File: config.mk
export PLATFORM = sky130hd
export DESIGN_NAME = pid_ramped_setpoint_controller
export DESIGN_NICKNAME = d
export VERILOG_FILES = /design/src/rtl/pidr_pkg.sv /design/src/rtl/pidr_regs.sv /design/src/rtl/pidr_sequencer.sv /design/src/rtl/pidr_datapath.sv /design/src/rtl/pid_ramped_setpoint_controller.sv
export SDC_FILE = /design/constraint.sdc
export NUM_CORES = 2
export LEC_CHECK = 0
export BUFFER_PORTS_ARGS = -buffer_cell sky130_fd_sc_hd__buf_2
export CAP_MARGIN = 20
export CORE_ASPECT_RATIO = 1.1
export CORE_MARGIN = 2
export CORE_UTILIZATION = 60
export DETAILED_ROUTE_END_ITERATION = 8
export PLACE_DENSITY = 0.83
export SYNTH_ARGS = -nofsm -noshare
export SYNTH_HDL_FRONTEND = slang
export SYNTH_SLANG_ARGS = --single-unit
File: constraint.sdc
create_clock -name clk -period 12.9 [get_ports clk]
set_input_delay 2.58 -clock clk [delete_from_list [all_inputs] [get_ports clk]]
set_output_delay 2.58 -clock clk [all_outputs]
set_load 0.01 [all_outputs]
File: src/rtl/pidr_pkg.sv
// Shared types, constants, microcode table and saturation helper for the PID controller.
`default_nettype none

package pidr_pkg;

    localparam int DATA_W  = 32;
    localparam int FRAC_W  = 16;
    localparam int PROD_W  = 2 * DATA_W;
    localparam int EXT_W   = PROD_W - FRAC_W;
    localparam int ACC_W   = DATA_W + 2;
    localparam int DRIVE_W = FRAC_W + 1;
    localparam int UNS_W   = DATA_W - 1;
    localparam int PC_W    = 4;
    localparam int ADDR_W  = 5;
    localparam int TDATA_OUT_W = 24;

    localparam logic signed [EXT_W-1:0] DMAX_EXT =
        {{(EXT_W - DATA_W + 1){1'b0}}, {(DATA_W - 1){1'b1}}};
    localparam logic signed [EXT_W-1:0] DMIN_EXT =
        {{(EXT_W - DATA_W + 1){1'b1}}, {(DATA_W - 1){1'b0}}};
    localparam logic signed [ACC_W-1:0] HALF_ACC = ACC_W'(1 << (FRAC_W - 1));

    // register indexes
    localparam logic [2:0] REG_TARGET = 3'd0;
    localparam logic [2:0] REG_ACCEL  = 3'd1;
    localparam logic [2:0] REG_PERIOD = 3'd2;
    localparam logic [2:0] REG_KP     = 3'd3;
    localparam logic [2:0] REG_KI     = 3'd4;
    localparam logic [2:0] REG_KD     = 3'd5;
    localparam logic [2:0] REG_KFF    = 3'd6;
    localparam logic [2:0] REG_ILIM   = 3'd7;

    localparam logic [UNS_W-1:0] PERIOD_RESET = UNS_W'(655);
    localparam logic [UNS_W-1:0] ILIM_RESET   = {UNS_W{1'b1}};

    // microcode addresses
    localparam logic [PC_W-1:0] PC_SETPOINT = 4'd0;
    localparam logic [PC_W-1:0] PC_ERROR    = 4'd1;
    localparam logic [PC_W-1:0] PC_DERIV    = 4'd2;
    localparam logic [PC_W-1:0] PC_INTEG    = 4'd3;
    localparam logic [PC_W-1:0] PC_TERM_P   = 4'd4;
    localparam logic [PC_W-1:0] PC_TERM_I   = 4'd5;
    localparam logic [PC_W-1:0] PC_TERM_FF  = 4'd6;
    localparam logic [PC_W-1:0] PC_OUTPUT   = 4'd7;
    localparam logic [PC_W-1:0] PC_CLEAR    = 4'd8;

    typedef enum logic [3:0] {
        OP_NONE      = 4'd0,
        OP_SETPOINT  = 4'd1,
        OP_ERROR     = 4'd2,
        OP_DERIV     = 4'd3,
        OP_INTEG     = 4'd4,
        OP_ACC_LOAD  = 4'd5,
        OP_ACC_ADD   = 4'd6,
        OP_OUTPUT    = 4'd7,
        OP_CLR_INTEG = 4'd8
    } op_t;

    typedef enum logic [2:0] {
        MUL_NONE   = 3'd0,
        MUL_ERR_DT = 3'd1,
        MUL_KP_ERR = 3'd2,
        MUL_KI_INT = 3'd3,
        MUL_KFF_SP = 3'd4,
        MUL_KD_DER = 3'd5
    } mul_t;

    typedef enum logic {
        BR_NONE   = 1'b0,
        BR_ACTION = 1'b1
    } br_t;

    typedef struct packed {
        op_t             op;
        mul_t            mul;
        br_t             br;
        logic [PC_W-1:0] target;
        logic            last;
        logic            emit;
    } uword_t;

    typedef struct packed {
        logic load;
        op_t  op;
        mul_t mul;
    } ctl_t;

    typedef struct packed {
        logic signed [DATA_W-1:0] target;
        logic [UNS_W-1:0]         accel;
        logic [UNS_W-1:0]         period;
        logic signed [DATA_W-1:0] kp;
        logic signed [DATA_W-1:0] ki;
        logic signed [DATA_W-1:0] kd;
        logic signed [DATA_W-1:0] kff;
        logic [UNS_W-1:0]         ilim;
    } cfg_t;

    function automatic logic signed [DATA_W-1:0] sat_data(input logic signed [EXT_W-1:0] v);
        logic signed [DATA_W-1:0] r;
        if (v > DMAX_EXT)
        begin
            r = DMAX_EXT[DATA_W-1:0];
        end
        else if (v < DMIN_EXT)
        begin
            r = DMIN_EXT[DATA_W-1:0];
        end
        else
        begin
            r = v[DATA_W-1:0];
        end
        return r;
    endfunction

    function automatic uword_t ucode(input logic [PC_W-1:0] pc);
        uword_t w;
        w.op     = OP_NONE;
        w.mul    = MUL_NONE;
        w.br     = BR_NONE;
        w.target = PC_SETPOINT;
        w.last   = 1'b0;
        w.emit   = 1'b0;
        unique case (pc)
            PC_SETPOINT:
            begin
                // zero-integrator items branch off before touching state
                w.op     = OP_SETPOINT;
                w.br     = BR_ACTION;
                w.target = PC_CLEAR;
            end
            PC_ERROR:
            begin
                w.op = OP_ERROR;
            end
            PC_DERIV:
            begin
                w.op  = OP_DERIV;
                w.mul = MUL_ERR_DT;
            end
            PC_INTEG:
            begin
                w.op  = OP_INTEG;
                w.mul = MUL_KP_ERR;
            end
            PC_TERM_P:
            begin
                w.op  = OP_ACC_LOAD;
                w.mul = MUL_KI_INT;
            end
            PC_TERM_I:
            begin
                w.op  = OP_ACC_ADD;
                w.mul = MUL_KFF_SP;
            end
            PC_TERM_FF:
            begin
                w.op  = OP_ACC_ADD;
                w.mul = MUL_KD_DER;
            end
            PC_OUTPUT:
            begin
                w.op   = OP_OUTPUT;
                w.last = 1'b1;
                w.emit = 1'b1;
            end
            PC_CLEAR:
            begin
                w.op   = OP_CLR_INTEG;
                w.last = 1'b1;
            end
            default:
            begin
                w.last = 1'b1;
            end
        endcase
        return w;
    endfunction

endpackage

`default_nettype wire

File: src/rtl/pidr_regs.sv
// APB configuration register file for the PID controller.
`default_nettype none

module pidr_regs (
    input  wire logic                       clk,
    input  wire logic                       rst_n,
    input  wire logic                       psel,
    input  wire logic                       penable,
    input  wire logic                       pwrite,
    input  wire logic [pidr_pkg::ADDR_W-1:0] paddr,
    input  wire logic [31:0]                pwdata,
    output logic [31:0]                     prdata,
    output logic                            pready,
    output pidr_pkg::cfg_t                  cfg
);
    import pidr_pkg::*;

    logic signed [DATA_W-1:0] target_reg;
    logic [UNS_W-1:0]         accel_reg;
    logic [UNS_W-1:0]         period_reg;
    logic signed [DATA_W-1:0] kp_reg;
    logic signed [DATA_W-1:0] ki_reg;
    logic signed [DATA_W-1:0] kd_reg;
    logic signed [DATA_W-1:0] kff_reg;
    logic [UNS_W-1:0]         ilim_reg;
    logic                     wr_en;
    logic [2:0]               idx;

    assign pready = 1'b1;
    assign wr_en  = psel && penable && pwrite && pready;
    assign idx    = paddr[4:2];

    always_ff @(posedge clk or negedge rst_n)
    begin
        if (!rst_n)
        begin
            target_reg <= '0;
            accel_reg  <= '0;
            period_reg <= PERIOD_RESET;
            kp_reg     <= '0;
            ki_reg     <= '0;
            kd_reg     <= '0;
            kff_reg    <= '0;
            ilim_reg   <= ILIM_RESET;
        end
        else if (wr_en)
        begin
            unique case (idx)
                REG_TARGET: target_reg <= pwdata;
                REG_ACCEL:  accel_reg  <= pwdata[UNS_W-1:0];
                REG_PERIOD: period_reg <= pwdata[UNS_W-1:0];
                REG_KP:     kp_reg     <= pwdata;
                REG_KI:     ki_reg     <= pwdata;
                REG_KD:     kd_reg     <= pwdata;
                REG_KFF:    kff_reg    <= pwdata;
                REG_ILIM:   ilim_reg   <= pwdata[UNS_W-1:0];
                default:    target_reg <= target_reg;
            endcase
        end
    end

    always_comb
    begin
        unique case (idx)
            REG_TARGET: prdata = target_reg;
            REG_ACCEL:  prdata = {1'b0, accel_reg};
            REG_PERIOD: prdata = {1'b0, period_reg};
            REG_KP:     prdata = kp_reg;
            REG_KI:     prdata = ki_reg;
            REG_KD:     prdata = kd_reg;
            REG_KFF:    prdata = kff_reg;
            REG_ILIM:   prdata = {1'b0, ilim_reg};
            default:    prdata = '0;
        endcase
    end

    assign cfg.target = target_reg;
    assign cfg.accel  = accel_reg;
    assign cfg.period = period_reg;
    assign cfg.kp     = kp_reg;
    assign cfg.ki     = ki_reg;
    assign cfg.kd     = kd_reg;
    assign cfg.kff    = kff_reg;
    assign cfg.ilim   = ilim_reg;

endmodule

`default_nettype wire

File: src/rtl/pidr_sequencer.sv
// Microcode sequencer: step counter, control store lookup and branch on the item kind.
`default_nettype none

module pidr_sequencer (
    input  wire logic      clk,
    input  wire logic      rst_n,
    input  wire logic      s_tvalid,
    input  wire logic      s_tuser,
    output logic           s_tready,
    input  wire logic      out_busy,
    output pidr_pkg::ctl_t ctl
);
    import pidr_pkg::*;

    logic [PC_W-1:0] pc_reg;
    logic [PC_W-1:0] pc_next;
    logic            busy_reg;
    logic            busy_next;
    logic            action_reg;
    uword_t          word;
    logic            taken;
    logic            stall;
    logic            exec;
    logic            accept;

    assign word  = ucode(pc_reg);
    assign taken = busy_reg && (word.br == BR_ACTION) && action_reg;
    // hold the final step while the previous result is still waiting
    assign stall = busy_reg && word.emit && out_busy;
    assign exec  = busy_reg && !stall && !taken;

    assign s_tready = !busy_reg || (word.last && !stall && !taken);
    assign accept   = s_tvalid && s_tready;

    assign ctl.load = accept;
    assign ctl.op   = exec ? word.op : OP_NONE;
    assign ctl.mul  = exec ? word.mul : MUL_NONE;

    always_comb
    begin
        pc_next   = pc_reg;
        busy_next = busy_reg;
        if (accept)
        begin
            pc_next   = PC_SETPOINT;
            busy_next = 1'b1;
        end
        else if (busy_reg && !stall)
        begin
            if (taken)
            begin
                pc_next = word.target;
            end
            else if (word.last)
            begin
                busy_next = 1'b0;
            end
            else
            begin
                pc_next = pc_reg + 1'b1;
            end
        end
    end

    always_ff @(posedge clk or negedge rst_n)
    begin
        if (!rst_n)
        begin
            pc_reg     <= PC_SETPOINT;
            busy_reg   <= 1'b0;
            action_reg <= 1'b0;
        end
        else
        begin
            pc_reg   <= pc_next;
            busy_reg <= busy_next;
            if (accept)
            begin
                action_reg <= s_tuser;
            end
        end
    end

endmodule

`default_nettype wire

File: src/rtl/pidr_datapath.sv
// Controller datapath: state registers, shared multiplier, accumulator and output register.
`default_nettype none

module pidr_datapath (
    input  wire logic                              clk,
    input  wire logic                              rst_n,
    input  wire pidr_pkg::ctl_t                    ctl,
    input  wire pidr_pkg::cfg_t                    cfg,
    input  wire logic [pidr_pkg::DATA_W-1:0]       meas_in,
    output logic [pidr_pkg::TDATA_OUT_W-1:0]       m_tdata,
    output logic                                   m_tuser,
    output logic                                   m_tvalid,
    input  wire logic                              m_tready,
    output logic                                   out_busy
);
    import pidr_pkg::*;

    logic signed [DATA_W-1:0]  meas_reg;
    logic signed [DATA_W-1:0]  sp_reg;
    logic signed [DATA_W-1:0]  integ_reg;
    logic signed [DATA_W-1:0]  prev_reg;
    logic signed [DATA_W-1:0]  err_reg;
    logic signed [DATA_W-1:0]  deriv_reg;
    logic signed [PROD_W-1:0]  prod_reg;
    logic signed [ACC_W-1:0]   acc_reg;
    logic signed [DRIVE_W-1:0] drive_reg;
    logic                      flag_reg;
    logic                      out_valid_reg;

    logic signed [DATA_W-1:0]  term;
    logic signed [DATA_W:0]    sp_diff;
    logic signed [DATA_W:0]    step_pos;
    logic signed [DATA_W:0]    sp_diff_c;
    logic signed [DATA_W-1:0]  sp_new;
    logic signed [DATA_W-1:0]  err_new;
    logic signed [DATA_W-1:0]  deriv_new;
    logic signed [DATA_W-1:0]  integ_sum;
    logic signed [DATA_W-1:0]  lim;
    logic signed [DATA_W-1:0]  integ_new;
    logic                      both_zero;
    logic signed [DATA_W-1:0]  mul_a;
    logic signed [DATA_W-1:0]  mul_b;
    logic signed [ACC_W-1:0]   out_sum;
    logic signed [DRIVE_W-1:0] drive_new;
    logic                      flag_new;

    // product scaled back to the fixed-point grid, floor rounding
    assign term = sat_data(prod_reg[PROD_W-1:FRAC_W]);

    // setpoint ramp
    assign sp_diff  = (DATA_W + 1)'(cfg.target) - (DATA_W + 1)'(sp_reg);
    assign step_pos = {2'b00, cfg.accel};
    always_comb
    begin
        if (sp_diff > step_pos)
        begin
            sp_diff_c = step_pos;
        end
        else if (sp_diff < -step_pos)
        begin
            sp_diff_c = -step_pos;
        end
        else
        begin
            sp_diff_c = sp_diff;
        end
        if (cfg.accel == '0)
        begin
            sp_new = cfg.target;
        end
        else
        begin
            sp_new = sat_data(EXT_W'(sp_reg) + EXT_W'(sp_diff_c));
        end
    end

    assign err_new   = sat_data(EXT_W'(sp_reg) - EXT_W'(meas_reg));
    assign deriv_new = sat_data(EXT_W'(err_reg) - EXT_W'(prev_reg));

    // integrator with zero-input clear and magnitude clamp
    assign integ_sum = sat_data(EXT_W'(integ_reg) + EXT_W'(term));
    assign lim       = {1'b0, cfg.ilim};
    assign both_zero = (cfg.target == '0) && (meas_reg == '0);
    always_comb
    begin
        if (both_zero)
        begin
            integ_new = '0;
        end
        else if (integ_sum > lim)
        begin
            integ_new = lim;
        end
        else if (integ_sum < -lim)
        begin
            integ_new = -lim;
        end
        else
        begin
            integ_new = integ_sum;
        end
    end

    always_comb
    begin
        unique case (ctl.mul)
            MUL_ERR_DT:
            begin
                mul_a = err_reg;
                mul_b = {1'b0, cfg.period};
            end
            MUL_KP_ERR:
            begin
                mul_a = cfg.kp;
                mul_b = err_reg;
            end
            MUL_KI_INT:
            begin
                mul_a = cfg.ki;
                mul_b = integ_reg;
            end
            MUL_KFF_SP:
            begin
                mul_a = cfg.kff;
                mul_b = sp_reg;
            end
            MUL_KD_DER:
            begin
                mul_a = cfg.kd;
                mul_b = deriv_reg;
            end
            default:
            begin
                mul_a = err_reg;
                mul_b = err_reg;
            end
        endcase
    end

    // final sum and drive clamp
    assign out_sum = acc_reg + ACC_W'(term);
    always_comb
    begin
        if (out_sum > HALF_ACC)
        begin
            drive_new = HALF_ACC[DRIVE_W-1:0];
            flag_new  = 1'b1;
        end
        else if (out_sum < -HALF_ACC)
        begin
            drive_new = -HALF_ACC[DRIVE_W-1:0];
            flag_new  = 1'b1;
        end
        else
        begin
            drive_new = out_sum[DRIVE_W-1:0];
            flag_new  = 1'b0;
        end
    end

    always_ff @(posedge clk or negedge rst_n)
    begin
        if (!rst_n)
        begin
            sp_reg        <= '0;
            integ_reg     <= '0;
            prev_reg      <= '0;
            out_valid_reg <= 1'b0;
        end
        else
        begin
            if (ctl.op == OP_SETPOINT)
            begin
                sp_reg <= sp_new;
            end
            if (ctl.op == OP_DERIV)
            begin
                prev_reg <= err_reg;
            end
            if (ctl.op == OP_INTEG)
            begin
                integ_reg <= integ_new;
            end
            else if (ctl.op == OP_CLR_INTEG)
            begin
                integ_reg <= '0;
            end
            if (ctl.op == OP_OUTPUT)
            begin
                out_valid_reg <= 1'b1;
            end
            else if (m_tready)
            begin
                out_valid_reg <= 1'b0;
            end
        end
    end

    always_ff @(posedge clk)
    begin
        if (ctl.load)
        begin
            meas_reg <= meas_in;
        end
        if (ctl.op == OP_ERROR)
        begin
            err_reg <= err_new;
        end
        if (ctl.op == OP_DERIV)
        begin
            deriv_reg <= deriv_new;
        end
        if (ctl.mul != MUL_NONE)
        begin
            prod_reg <= mul_a * mul_b;
        end
        if (ctl.op == OP_ACC_LOAD)
        begin
            acc_reg <= ACC_W'(term);
        end
        else if (ctl.op == OP_ACC_ADD)
        begin
            acc_reg <= out_sum;
        end
        if (ctl.op == OP_OUTPUT)
        begin
            drive_reg <= drive_new;
            flag_reg  <= flag_new;
        end
    end

    assign m_tdata  = {{(TDATA_OUT_W - DRIVE_W){1'b0}}, drive_reg};
    assign m_tuser  = flag_reg;
    assign m_tvalid = out_valid_reg;
    assign out_busy = out_valid_reg && !m_tready;

endmodule

`default_nettype wire

File: src/rtl/pid_ramped_setpoint_controller.sv
// Results: a sample transfer yields its result from the output step of its microprogram;
// a zero-integrator transfer branches to the clear step and yields no result.
// The sample microprogram has 8 steps driving one shared 32x32 multiplier; a new
// transfer is taken on the last step unless the previous result is still waiting.
// Reset: rst_n clears the setpoint ramp, integrator, previous error and
// the configuration registers to their defaults; no clearing pass is needed.
`default_nettype none

module pid_ramped_setpoint_controller (
    input  wire logic                        clk,
    input  wire logic                        rst_n,
    input  wire logic                        psel,
    input  wire logic                        penable,
    input  wire logic                        pwrite,
    input  wire logic [pidr_pkg::ADDR_W-1:0] paddr,
    input  wire logic [31:0]                 pwdata,
    output logic [31:0]                      prdata,
    output logic                             pready,
    input  wire logic                        s_tvalid,
    output logic                             s_tready,
    input  wire logic [31:0]                 s_tdata,   // [31:0] measured
    input  wire logic                        s_tuser,   // [0] action
    output logic                             m_tvalid,
    input  wire logic                        m_tready,
    output logic [23:0]                      m_tdata,   // [16:0] drive, [23:17] zero
    output logic                             m_tuser    // [0] saturated
);
    import pidr_pkg::*;

    cfg_t cfg;
    ctl_t ctl;
    logic out_busy;

    pidr_regs u_regs (
        .clk     (clk),
        .rst_n   (rst_n),
        .psel    (psel),
        .penable (penable),
        .pwrite  (pwrite),
        .paddr   (paddr),
        .pwdata  (pwdata),
        .prdata  (prdata),
        .pready  (pready),
        .cfg     (cfg)
    );

    pidr_sequencer u_seq (
        .clk      (clk),
        .rst_n    (rst_n),
        .s_tvalid (s_tvalid),
        .s_tuser  (s_tuser),
        .s_tready (s_tready),
        .out_busy (out_busy),
        .ctl      (ctl)
    );

    pidr_datapath u_dp (
        .clk      (clk),
        .rst_n    (rst_n),
        .ctl      (ctl),
        .cfg      (cfg),
        .meas_in  (s_tdata),
        .m_tdata  (m_tdata),
        .m_tuser  (m_tuser),
        .m_tvalid (m_tvalid),
        .m_tready (m_tready),
        .out_busy (out_busy)
    );

endmodule

`default_nettype wire

# After elaboration in Yosys (flattened, before gate mapping)
# Index checks and enable logic that the tools add are counted.
[op_classes]
reduce_logical = 42
n_mux = 40
n_mul = 1
addsub = 9
order_cmp = 16
n_eq_ne = 30
[op_table]
columns = ["cell", "count"]
rows = [
  ["$mux W32", 14],
  ["$pmux W32 S4", 2],
  ["$pmux W32 S8", 1],
  ["$gt A48 B32 Y1 const B", 5],
  ["$lt A48 B32 Y1 const B", 5],
  ["$sub A32 B32 Y33", 3],
  ["$mux W34", 2],
  ["$mux W33", 2],
  ["$logic_not A32 Y1", 2],
  ["$mul A32 B32 Y64", 1],
  ["$add A32 B33 Y34", 1],
  ["$add A34 B32 Y34", 1],
  ["$gt A34 B17 Y1 const B", 1],
  ["$lt A34 B16 Y1 const B", 1],
  ["$add A32 B32 Y33", 1],
  ["$gt A33 B32 Y1", 1],
  ["$lt A33 B33 Y1", 1],
  ["$neg A31 Y33", 1],
  ["$eq A4 B3 Y1 const B", 8],
  ["$gt A32 B32 Y1", 1],
  ["$lt A32 B32 Y1", 1],
  ["$neg A31 Y32", 1],
  ["$pmux W4 S8", 1],
  ["$logic_not A31 Y1", 1],
  ["26 further kinds", 80],
]
[word_totals]
wordCells = 161
in_bits = 77
output_inout_bits = 60
regBits = 568

# Longest topological paths before layout
[depth]
depth_word = 12
mapped_depth = 42
depth_no_buf = 38

# Modules after synthesis
# A second synthesis with hierarchy kept.
[hier_totals]
cells_unflattened = 8455
hier_area_um2 = 77129.0
[modules_own_cells]
columns = ["mod", "cells_per_inst", "seq_area_each_um2", "area_each_um2", "n_inst"]
rows = [
  ["pidr_datapath", 7484, 8313.0, 64963.6, 1],
  ["pidr_regs", 910, 6377.4, 11647.4, 1],
  ["pidr_sequencer", 61, 150.1, 518.0, 1],
]

# Worst setup path after synthesis
# OpenSTA, ideal clock, no wires.
[synth_timing]
kind = "input port to flip-flop"
startpoint = "input port m_tready"
endpoint = "register u_dp.prod_reg[58] (data pin)"
n_path_buf = 6
path_stages = 36
arrival_time_ns = 11.703
setup_time_ns = 0.258
setup_slack_ns = 0.939
required_time_ns = 12.642
cell_sequence = "and4b_1 > buf_2 > a21oi_1 > nand2_1 > nor2_1 > buf_2 > buf_1 > a221o_1 > clkbuf_1 > buf_1 > nand2_1 > fa_1 > inv_1 > fa_1 > fa_1 > inv_1 > fa_1 > inv_1 > fa_1 > fa_1 > fa_1 > inv_1 > fa_1 > inv_1 > ha_1 > clkbuf_1 > nand4_1 > or2_2 > or4b_2 > o31ai_1 > o21ai_0 > o211ai_1 > o21ai_0 > o21bai_1 > a21oi_1 > xnor2_1"
[synth_between]
elab_chain_len = 10
word_cells_on_any_way = 15
classes_between = "1 x mul; 5 x eq/ne; 3 x mux; 6 x reduce/logical"
[synth_lines]
columns = ["item", "line", "text"]
rows = [
  ["start, declared", "pid_ramped_setpoint_controller.sv:24", "input wire logic m_tready,"],
  ["$logic_not A1 Y1 *", "pidr_datapath.sv:235", "assign out_busy = out_valid_reg && !m_tready;"],
  ["$logic_and A1 B1 Y1 *", "pidr_datapath.sv:235", ""],
  ["$logic_and A1 B1 Y1 *", "pidr_sequencer.sv:29", "assign stall = busy_reg && word.emit && out_busy;"],
  ["$logic_not A1 Y1 *", "pidr_sequencer.sv:30", "assign exec = busy_reg && !stall && !taken;"],
  ["$logic_and A1 B1 Y1 * (2 in a row)", "pidr_sequencer.sv:30", ""],
  ["$mux W3 *", "pidr_sequencer.sv:37", "assign ctl.mul = exec ? word.mul : MUL_NONE;"],
  ["$eq A3 B3 Y1, or another cell as far along", "pidr_datapath.sv:106", "unique case (ctl.mul)"],
  ["$pmux W32 S4", "pidr_datapath.sv:106", ""],
  ["$mul A32 B32 Y64 *", "pidr_datapath.sv:215", "prod_reg <= mul_a * mul_b;"],
  ["end signal, assigned", "pidr_datapath.sv:215", ""],
  ["end, declared", "pidr_datapath.sv:24", "logic signed [PROD_W-1:0] prod_reg;"],
]
# Mark *: on every way between the ends. The rest lies on a longest branch, timed or not.
# A chain may end at the register's enable or synchronous reset.

# Worst setup path after layout
# Ends and elaborated chain as after synthesis.

==> results_dict.tcl <==
set metrics [dict create \
    place.gp.congestion 1.066 \
    finalHoldViolations 0 \
    floorplan.initialDensity 0.6026 \
    cts_made_buffers 69 \
    grt_max_degree 96 \
    max_cap_violations 0 \
    timing.reg2reg.setup_slack_ps 1240 \
    total_number_of_vias 65203 \
    setup_viol_count_final 0 \
    synth.yosys.seq_area_share 0.1947 \
    final.min_clock_period_ps 12420 \
    seq_cells_post_synth 552 \
    synthesis.instances 8383 \
    synthesis.area_sq_um 76230 \
    critPathKind "in2reg" \
    io_pins 137 \
    postSynthAreaPerCell_sq_um 9.093 \
    die_extent_in_y_um 377.8 \
    slew-limit-headroom 0.1824 \
    worst_setup_hold_path_clk_slew_ps 60 \
    worst-endpoint-arrival_ps 12830 \
    layout.nets 10163 \
    critical_path.startpoint_type "primary input" \
    wire_per_inst_um 26.98 \
    gr-total-overflow 0 \
    rows 137 \
    initialDrtViolationCount 7170 \
    synthFlopType "dfrtp_1" \
    cts_hold_buffers 0 \
    remaining_drc_errors 0 \
    maximum_number_of_buffers_from_clock_root_to_sink 3 \
    worstReg2RegEnd "u_dp.prod_reg[58]$_DFFE_PP_" \
    holdCritStartpoint "u_dp.prev_reg[0]$_DFFE_PN0N_" \
    drive_above_1_share 0.1137 \
    holdCritPathClass "reg2reg" \
    fin_tns_setup_ps 0 \
    tritoncts_clock_tree "done" \
    timing.final.crit_share 0.9630 \
    synth_edf_count 196 \
    placement.io_buffers 126 \
    fmax_mhz 80.50 \
    status "finished clean" \
    routed_wirelength_um 276000 \
    worst_r2r_path_depth 37 \
    timing.critical_path.slowest_cell_delay_ps 740 \
    cts-resized-gates 0 \
    worst_slew_pin_slew_ps 1216 \
    critical_path_peak_fanout 15 \
    cts_htree_levels 3 \
    synth-async-reset-ratio 0.6449 \
    mostFrequentLayoutCell "inv_1" \
    hold_end "u_dp.prev_reg[0]$_DFFE_PN0N_" \
    post_cts.repair.setup_buffers 0 \
    antenna_found_initial 16 \
    cts_root_buf "clkbuf_16" \
    core_box_area_sq_um 126500 \
    hpwlAfterDp_um 220300 \
    worst_clock_skew_ps 48.03 \
    final_antenna_net_count 0 \
    grt_pass1_vias 65873 \
    grt_first_pass_wirelength_um 412000 \
    ys_types 118 \
    largest_register_ffs 48 \
    drt_first_pass_iters 9 \
    reg2reg_from "u_seq.pc_reg[0]$_DFFE_PN0P_" \
    most-common-layout-cells "1300 x inv_1, 1087 x fa_1, 953 x nand2_1" \
    vias_per_cell 6.376 \
    ys_warn_count 0 \
    area_growth_syn_to_layout_pct 9.044 \
    hold-path-cell-count 1 \
    timing.final.max_slew_violations 0 \
    cp-end-kind "flip-flop" \
    tritoncts_num_sinks 552 \
    timing.critical_path.slowest_stage_cell "a221o_1" \
    crit_required_ps 13300 \
    timing.critical_path.mode_cell "fa_1" \
    rsz0062_at_grt "false" \
    globalRouteTotalUtil 0.4321 \
    insertion_delay_ps 680 \
    filler_instances 10285 \
    floorplan.die_area_sq_um 129900 \
    die_w_um 343.8 \
]
[cell type report]
class / count / area, sq um / share of cell area
repair buffers: 425 / 3364 / 0.04048
clock buffers: 91 / 1899 / 0.02285
well taps: 1668 / 2087 / 0.02511
flip-flops and latches: 552 / 14840 / 0.1785
multi-input cells: 6143 / 55530 / 0.6681
diodes: 10 / 25.02 / 0.0003011
clock inverters: 35 / 480.5 / 0.005780
inverters: 1303 / 4891 / 0.05884
[through the flow]
step	hold WS [ps]	worst slack, ps	area, sq um	instances	utilization
finish	523.7	477.5	83120	10227	0.6571
detailed placement	507.0	149.9	80660	10088	0.6376
CTS	522.0	805.6	83040	10214	0.6564
floorplan	478.1	939.4	76250	8389	-
global route	539.0	234.9	83100	10218	0.6569
global placement	492.7	270.5	80640	10087	0.6375
[how the worst max path moves through the flow]
stage | to | slack [ps] | from | depth (start not counted)
final | u_dp.prod_reg[58]$_DFFE_PP_ | 480 | m_tready | 36
after global routing | u_dp.prod_reg[62]$_DFFE_PP_ | 230 | m_tready | 37
after CTS | u_dp.prod_reg[58]$_DFFE_PP_ | 810 | m_tready | 38
after detailed placement | u_dp.prod_reg[58]$_DFFE_PP_ | 150 | m_tready | 38
after global placement | u_dp.prod_reg[63]$_DFFE_PP_ | 270 | m_tready | 38
after floorplan | u_dp.prod_reg[58]$_DFFE_PP_ | 940 | m_tready | 36
[critical path, delay by kind of cell]
kind	cells	cell delay, ps
adders and majority gates	9	4540
and+or+nand+nor	9	2570
AOI/OAI and AO/OA	8	1950
buffers and inverters	9	1010
xor gates and xnor gates	1	140
[Yosys cell counts (all sizes together) (50+ instances only)]
cell	instances	share of area
edfxtp	196	0.077
o21ai	367	0.024
a21oi	389	0.026
nand4	66	0.0054
a22oi	82	0.0081
xor2	72	0.0083
nor2	814	0.040
nor2b	60	0.0052
xnor2	194	0.022
fa	1087	0.29
ha	505	0.083
nand2	955	0.047
buf	50	0.0035
a221oi	71	0.0084
clkbuf	341	0.017
mux2	220	0.033
mux2i	51	0.0067
a21o	219	0.022
nor3	101	0.0066
a221o	65	0.0085
dfrtp	319	0.10
nand2b	75	0.0062
o21a	57	0.0056
nand3	80	0.0053
inv	1300	0.064
[metal layers]
layer | vias up | track usage | routed length, um
li1 | 27903 | - | -
met1 | 32381 | 0.5437 | 99780
met2 | 3798 | 0.6402 | 118700
met3 | 1105 | 0.1093 | 30640
met4 | 16 | 0.3305 | 26770
met5 | - | 0 | 107
[logic make-up after synthesis]
| logic type | after synthesis | share of synthesized area |
|---|---|---|
| simple gates | 2377 | 0.1363 |
| buf+inv | 1694 | 0.08445 |
| fa+ha+maj | 1607 | 0.3703 |
| compound gates | 1598 | 0.1395 |
| flops | 552 | 0.1947 |
| mux | 287 | 0.04392 |
| xor+xnor | 266 | 0.03066 |
| other cells | 2 | 0.00009852 |
Power is not shown: default switching activity piles up to over one toggle a cycle in this logic, so the estimate is an artifact.
